File: src/rtl/core/lmsd_pkg.sv
// Shared types, codes and lookup functions for the LED matrix scan driver.
// No dependencies; used by every module of the block.
package lmsd_pkg;

    localparam int NumLines = 8;
    localparam int LevelW   = 4;
    localparam int CellW    = 8;
    localparam int LineW    = 3;

    typedef logic [CellW-1:0]     cell_t;
    typedef cell_t [NumLines-1:0] row_t;
    typedef row_t [NumLines-1:0]  frame_t;

    typedef enum logic [1:0] {
        CMD_TICK     = 2'd0,
        CMD_SET_LINE = 2'd1,
        CMD_SET_ALL  = 2'd2
    } cmd_t;

    typedef enum logic [1:0] {
        KIND_SCAN  = 2'd0,
        KIND_ACK   = 2'd1,
        KIND_ERROR = 2'd2
    } kind_t;

    // write strobes broadcast to every row lane
    typedef struct packed {
        logic             set_line;
        logic             set_all;
        logic [LineW-1:0] col;
        cell_t            fill;
    } lane_wr_t;

    typedef struct packed {
        kind_t kind;
        cell_t select;
        row_t  drive;
    } result_t;

    function automatic cell_t bright_curve(input logic [LevelW-1:0] level);
        cell_t v;
        unique case (level)
            4'd0:  v = 8'd0;
            4'd1:  v = 8'd1;
            4'd2:  v = 8'd2;
            4'd3:  v = 8'd4;
            4'd4:  v = 8'd6;
            4'd5:  v = 8'd8;
            4'd6:  v = 8'd12;
            4'd7:  v = 8'd16;
            4'd8:  v = 8'd24;
            4'd9:  v = 8'd32;
            4'd10: v = 8'd48;
            4'd11: v = 8'd64;
            4'd12: v = 8'd96;
            4'd13: v = 8'd128;
            4'd14: v = 8'd192;
            4'd15: v = 8'd255;
        endcase
        return v;
    endfunction

    // active-low select, wired to the board's line order
    function automatic cell_t select_mask(input logic [LineW-1:0] line);
        cell_t m;
        unique case (line)
            3'd0: m = 8'h7F;
            3'd1: m = 8'hDF;
            3'd2: m = 8'hF7;
            3'd3: m = 8'hFD;
            3'd4: m = 8'hBF;
            3'd5: m = 8'hEF;
            3'd6: m = 8'hFB;
            3'd7: m = 8'hFE;
        endcase
        return m;
    endfunction

endpackage

File: src/rtl/core/led_matrix_scan_driver_core.sv
// Top level of the LED matrix scan driver: command decode, row lanes,
// merge stage and a two-entry output buffer. Depends on lmsd_pkg,
// lmsd_lane and lmsd_merge.
//
//  port group          | direction | handshake
//  --------------------+-----------+-------------------------------
//  cmd/line_index/lvl  | in        | in_valid / in_stall
//  kind/select/drive   | out       | out_valid / out_stall
//  cfg_wdata           | in        | cfg_we, single register
//
// One transaction per cycle while in_stall is low; results reach the
// outputs from the output register. The eight row lanes update on the
// edge that takes the input. Reset clears the frame, scan line and verbose
// flag. A spare result register absorbs one result under out_stall;
// in_stall rises only while both result registers are full.
module led_matrix_scan_driver_core (
    input  logic       clk,
    input  logic       rst_n,
    input  logic       cfg_we,
    input  logic       cfg_wdata,
    input  logic       in_valid,
    output logic       in_stall,
    input  logic [1:0] cmd,
    input  logic [3:0] line_index,
    input  logic [3:0] level_0,
    input  logic [3:0] level_1,
    input  logic [3:0] level_2,
    input  logic [3:0] level_3,
    input  logic [3:0] level_4,
    input  logic [3:0] level_5,
    input  logic [3:0] level_6,
    input  logic [3:0] level_7,
    output logic       out_valid,
    input  logic       out_stall,
    output logic [1:0] kind,
    output logic [7:0] scan_select,
    output logic [7:0] drive_0,
    output logic [7:0] drive_1,
    output logic [7:0] drive_2,
    output logic [7:0] drive_3,
    output logic [7:0] drive_4,
    output logic [7:0] drive_5,
    output logic [7:0] drive_6,
    output logic [7:0] drive_7
);

    logic                         verbose_reg;
    logic [lmsd_pkg::LineW-1:0]   line_reg;
    logic [lmsd_pkg::LineW-1:0]   line_next;

    logic                         out_valid_reg;
    logic                         out_valid_next;
    logic                         skid_valid_reg;
    logic                         skid_valid_next;
    lmsd_pkg::result_t            out_res_reg;
    lmsd_pkg::result_t            out_res_next;
    lmsd_pkg::result_t            skid_res_reg;
    lmsd_pkg::result_t            skid_res_next;

    logic                         in_fire;
    logic                         is_tick;
    logic                         is_write;
    logic                         is_error;
    logic                         produce;
    logic                         out_free;
    lmsd_pkg::kind_t              res_kind;
    lmsd_pkg::lane_wr_t           wr;
    lmsd_pkg::frame_t             rows;
    lmsd_pkg::result_t            new_res;
    logic [lmsd_pkg::NumLines-1:0][lmsd_pkg::LevelW-1:0] levels;

    assign levels = {level_7, level_6, level_5, level_4,
                     level_3, level_2, level_1, level_0};

    assign in_stall = skid_valid_reg;
    assign in_fire  = in_valid && !in_stall;

    // command decode
    always_comb
    begin
        is_tick     = 1'b0;
        is_write    = 1'b0;
        is_error    = 1'b0;
        wr.set_line = 1'b0;
        wr.set_all  = 1'b0;
        wr.col      = line_index[lmsd_pkg::LineW-1:0];
        wr.fill     = lmsd_pkg::bright_curve(level_0);
        unique case (lmsd_pkg::cmd_t'(cmd))
            lmsd_pkg::CMD_TICK:
            begin
                is_tick = 1'b1;
            end
            lmsd_pkg::CMD_SET_LINE:
            begin
                // line index is a hex digit; 8..15 is rejected
                if (line_index[3])
                begin
                    is_error = 1'b1;
                end
                else
                begin
                    is_write    = 1'b1;
                    wr.set_line = in_fire;
                end
            end
            lmsd_pkg::CMD_SET_ALL:
            begin
                is_write   = 1'b1;
                wr.set_all = in_fire;
            end
            default:
            begin
                is_error = 1'b1;
            end
        endcase
    end

    always_comb
    begin
        priority if (is_tick)
        begin
            res_kind = lmsd_pkg::KIND_SCAN;
        end
        else if (is_error)
        begin
            res_kind = lmsd_pkg::KIND_ERROR;
        end
        else
        begin
            res_kind = lmsd_pkg::KIND_ACK;
        end
    end

    assign produce   = in_fire && (is_tick || is_error || (is_write && verbose_reg));
    assign line_next = (in_fire && is_tick) ? line_reg + 1'b1 : line_reg;

    for (genvar r = 0; r < lmsd_pkg::NumLines; r++)
    begin : g_lane
        lmsd_lane u_lane (
            .clk   (clk),
            .rst_n (rst_n),
            .wr    (wr),
            .level (levels[r]),
            .cells (rows[r])
        );
    end

    lmsd_merge u_merge (
        .rows (rows),
        .line (line_reg),
        .kind (res_kind),
        .res  (new_res)
    );

    // output register plus one spare entry
    always_comb
    begin
        out_free        = !out_valid_reg || !out_stall;
        out_valid_next  = out_valid_reg;
        out_res_next    = out_res_reg;
        skid_valid_next = skid_valid_reg;
        skid_res_next   = skid_res_reg;
        if (out_free)
        begin
            if (skid_valid_reg)
            begin
                out_valid_next  = 1'b1;
                out_res_next    = skid_res_reg;
                skid_valid_next = 1'b0;
            end
            else
            begin
                out_valid_next = produce;
                out_res_next   = new_res;
            end
        end
        else if (produce)
        begin
            skid_valid_next = 1'b1;
            skid_res_next   = new_res;
        end
    end

    always_ff @(posedge clk or negedge rst_n)
    begin
        if (!rst_n)
        begin
            verbose_reg    <= 1'b0;
            line_reg       <= '0;
            out_valid_reg  <= 1'b0;
            skid_valid_reg <= 1'b0;
        end
        else
        begin
            if (cfg_we)
            begin
                verbose_reg <= cfg_wdata;
            end
            line_reg       <= line_next;
            out_valid_reg  <= out_valid_next;
            skid_valid_reg <= skid_valid_next;
        end
    end

    always_ff @(posedge clk)
    begin
        out_res_reg  <= out_res_next;
        skid_res_reg <= skid_res_next;
    end

    assign out_valid   = out_valid_reg;
    assign kind        = out_res_reg.kind;
    assign scan_select = out_res_reg.select;
    assign drive_0     = out_res_reg.drive[0];
    assign drive_1     = out_res_reg.drive[1];
    assign drive_2     = out_res_reg.drive[2];
    assign drive_3     = out_res_reg.drive[3];
    assign drive_4     = out_res_reg.drive[4];
    assign drive_5     = out_res_reg.drive[5];
    assign drive_6     = out_res_reg.drive[6];
    assign drive_7     = out_res_reg.drive[7];

endmodule

File: src/rtl/core/lmsd_lane.sv
// One row lane: holds the eight brightness cells of a row, maps its level.
// Depends on lmsd_pkg.
module lmsd_lane (
    input  logic                         clk,
    input  logic                         rst_n,
    input  lmsd_pkg::lane_wr_t           wr,
    input  logic [lmsd_pkg::LevelW-1:0]  level,
    output lmsd_pkg::row_t               cells
);

    lmsd_pkg::row_t  cells_reg;
    lmsd_pkg::row_t  cells_next;
    lmsd_pkg::cell_t mapped;

    assign mapped = lmsd_pkg::bright_curve(level);

    always_comb
    begin
        cells_next = cells_reg;
        if (wr.set_all)
        begin
            for (int c = 0; c < lmsd_pkg::NumLines; c++)
            begin
                cells_next[c] = wr.fill;
            end
        end
        else if (wr.set_line)
        begin
            cells_next[wr.col] = mapped;
        end
    end

    always_ff @(posedge clk or negedge rst_n)
    begin
        if (!rst_n)
        begin
            cells_reg <= '0;
        end
        else
        begin
            cells_reg <= cells_next;
        end
    end

    assign cells = cells_reg;

endmodule

File: src/rtl/core/lmsd_merge.sv
// Merge stage: picks the scanned row from the lanes and forms the result.
// Depends on lmsd_pkg.
module lmsd_merge (
    input  lmsd_pkg::frame_t            rows,
    input  logic [lmsd_pkg::LineW-1:0]  line,
    input  lmsd_pkg::kind_t             kind,
    output lmsd_pkg::result_t           res
);

    always_comb
    begin
        res.kind = kind;
        if (kind == lmsd_pkg::KIND_SCAN)
        begin
            res.select = lmsd_pkg::select_mask(line);
            res.drive  = rows[line];
        end
        else
        begin
            // status results carry zero payload
            res.select = '0;
            res.drive  = '0;
        end
    end

endmodule
File: config.mk
export PLATFORM = sky130hd
export DESIGN_NAME = led_matrix_scan_driver_core
export DESIGN_NICKNAME = d
export VERILOG_FILES = /design/src/rtl/core/lmsd_pkg.sv /design/src/rtl/core/led_matrix_scan_driver_core.sv /design/src/rtl/core/lmsd_lane.sv /design/src/rtl/core/lmsd_merge.sv
export SDC_FILE = /design/constraint.sdc
export NUM_CORES = 1
export LEC_CHECK = 0
export BUFFER_PORTS_ARGS = -buffer_cell sky130_fd_sc_hd__buf_2
export CAP_MARGIN = 20
export CORE_ASPECT_RATIO = 0.9
export CORE_UTILIZATION = 45
export CTS_CLUSTER_SIZE = 14
export DETAILED_ROUTE_END_ITERATION = 6
export GPL_TIMING_DRIVEN = 0
export SYNTH_ARGS = -nofsm -noshare
export SYNTH_HDL_FRONTEND = slang
export SYNTH_SLANG_ARGS = --single-unit
File: constraint.sdc
create_clock -name clk -period 13.7 [get_ports clk]
set_input_delay 2.74 -clock clk [delete_from_list [all_inputs] [get_ports clk]]
set_output_delay 2.74 -clock clk [all_outputs]
set_load 0.01 [all_outputs]
==> impl_metrics.py <==
metrics = {
    "synth": {
        "ys_ff_latch": 666,
        "yosysSeqAreaShare_pct": 53.0,
        "synth.avg_cell_area_um2": 12.8,
        "yosys_warnings": 0,
        "syn_nets": 2653,
        "async_reset_ff_share_pct": 77.8,
        "netlist_instances": 2562,
        "synth_flop_cell": "dfrtp_1",
        "ys_types": 58,
        "synth_xor_xnor_area_share_pct": 0.374,
        "synth-simple-area-share_pct": 6.15,
        "synthMuxAreaShare_pct": 23.8,
        "synth_area_um2": 32800,
        "synth_compound_area_share_pct": 11.7,
        "synth_top_family_by_area": "multiplexers",
        "synth-edff-count": 148,
        "synthAdderAreaFrac_pct": 1.79,
    },
    "final_layout": {
        "n_fill_cell": 6227,
        "utilization_pct": 52.2,
        "mostFrequentLayoutCells": "dfrtp_1, o21ai_0, mux2_2",
        "nets": 2879,
        "drive_gt1_share_pct": 29.9,
        "syn2layout_area_growth_pct": 14.4,
        "largest_reg_flops": 512,
        "final_common_cell": "dfrtp_1",
    },
    "power": {
        "total_power_mw": 6.22,
        "p_per_area_nw_per_um2": 166,
        "irDropWorstVdd_v": 0.0000997,
        "leakage_nw": 16.3,
    },
    "clock_network": {
        "cts_resized": 0,
        "cts_tree": "done",
        "cts_root_buf": "clkbuf_16",
        "clock_latency_ns": 0.63,
        "cts_setup_buffers": 0,
        "htree_levels": 3,
        "numCtsBuffers": 71,
        "holdBufCountCts": 0,
        "clockBufferDepth": 3,
        "clkTransAtPathRegs_ns": 0.06,
        "cts.sinks": 666,
    },
    "floorplanning": {
        "die_w_um": 287,
        "core_area_um2": 71900,
        "die_h_um": 258,
        "ioPinCount": 120,
        "core.rowCount": 93,
        "start_util_pct": 45.7,
        "design.die.area_um2": 74000,
    },
    "route": {
        "vias": 24100,
        "drc": 0,
        "drt-total-wl_um": 115000,
        "wl_per_cell_um": 30.2,
        "dr.pass1.iters": 5,
        "postRouteAntennaNets": 0,
        "drtIter0Drc": 2730,
        "vias_per_cell": 6.34,
    },
    "critical_path": {
        "path_class": "in -> reg",
        "crit_required_ns": 14.20,
        "worstSetupStartpointType": "input port",
        "critPathMaxFanout": 10,
        "end_kind": "flip-flop",
        "cp.arrival_ns": 5.75,
    },
    "sta": {
        "rsz0062_at_grt": "false",
        "worstMarginPinSlew_ns": 1.38,
        "fin_skew_ns": 0.0266,
        "finalHoldViolations": 0,
        "slew-limit-headroom_pct": 7.82,
        "max_freq_ghz": 0.190,
        "setup_violations": 0,
        "min_period_over_period_pct": 38.3,
        "period_minus_slack_ns": 5.25,
        "slew_viol_final": 0,
    },
    "grt": {
        "gr-usage-all-layers_pct": 31.1,
        "grt_max_degree": 124,
        "antenna_found_initial": 6,
        "first_global_vias": 23900,
        "grt.overflow.total": 0,
        "grt_pass1_wl_um": 166000,
    },
    "placement": {
        "gp_congestion": 0.915,
        "dp_hpwl_um": 80500,
        "io_buffers": 114,
    },
    "flow_run": {
        "drv_cap": 0,
    },
    "worst_hold_path": {
        "hp-class": "reg -> reg",
    },
    "run_status": {
        "status": "complete, no violations",
    },
}
## critical path, cell delays in order
cell and delay, ns:
buf_2 0.10, inv_1 0.07, ha_1 0.27, nand3b_4 0.17, buf_2 0.29, a21o_1 0.17, buf_2 0.35, clkbuf_1 0.91
o21ai_0 0.32, mux2_2 0.35
## where the power goes
group	internal [mW]	total, mW	switching (mW)	leakage (nW)
logic	0.737	1.71	0.972	6.82
registers	2.36	2.52	0.162	8.28
clock network	1.16	1.99	0.830	1.17
total	4.26	6.22	1.96	16.3
## per-stage QoR
stage / hold slack [ns] / cells / setup slack [ns] / setup TNS [ns] / cell area (um^2)
detailed placement: 0.475 / 3664 / 7.99 / 0 / 35200
floorplan: 0.452 / 2562 / 3.10 / 0 / 32800
finish: 0.489 / 3796 / 8.45 / 0 / 37500
global route: 0.499 / 3792 / 8.43 / 0 / 37500
CTS: 0.488 / 3791 / 8.64 / 0 / 37500
global placement: 0.461 / 3626 / -1.37 / -342.55 / 34600
## logic make-up after synthesis
| group | after synthesis |
|---|---|
| compound gates | 609 |
| simple gates | 413 |
| flops | 666 |
| xor+xnor | 14 |
| mux | 576 |
| fa+ha+maj | 47 |
| buf+inv | 237 |
## final cells by class
| type | count | area, um^2 | share of cell area, % |
|---|---|---|---|
| inverters | 25 | 93.8 | 0.250 |
| plain buffers | 212 | 917 | 2.44 |
| diodes | 4 | 10.0 | 0.0267 |
| flip-flops and latches | 666 | 17400 | 46.4 |
| multi-input cells | 1659 | 14500 | 38.6 |
| repair buffers | 153 | 1070 | 2.85 |
| clock buffers | 103 | 2140 | 5.71 |
| clock inverters | 24 | 230 | 0.613 |
| well taps | 950 | 1190 | 3.17 |
## worst paths after layout
kind                                         endpoint                       start  slack (ns)  depth (start not counted)
min in group asynchronous   g_lane[4].u_lane.cells[0]                       rst_n        2.08                          1
hold / removal             g_lane[1].u_lane.cells[31]  g_lane[1].u_lane.cells[31]        0.49                          1
hold reg to reg            g_lane[1].u_lane.cells[31]  g_lane[1].u_lane.cells[31]        0.49                          1
max in group asynchronous  g_lane[4].u_lane.cells[41]                       rst_n       10.01                          3
setup / recovery           g_lane[1].u_lane.cells[12]                      cmd[0]        8.45                         10
setup reg to reg                           drive_2[6]                 line_reg[1]       10.37                          5
## Yosys cell counts, drive strengths merged (49+ instances only)
library cell | count | area share [%]
nor2 | 49 | 0.74
buf | 89 | 1.4
edfxtp | 148 | 14
mux2 | 368 | 13
a2bb2oi | 148 | 3.9
mux2i | 80 | 2.4
o21ai | 373 | 5.7
mux4 | 128 | 8.8
dfrtp | 518 | 39
nor2b | 67 | 1.3
clkbuf | 123 | 1.4
nand2 | 212 | 2.4
## routing by layer
metal	track usage, %	wire (um)	vias up
met2	44.4	49100	1362
met5	0.897	138	-
li1	-	-	9918
met3	8.95	13000	275
met1	44.6	47900	12500
met4	11.9	4480	10
No activity file was read; power rests on OpenSTA's default activity.
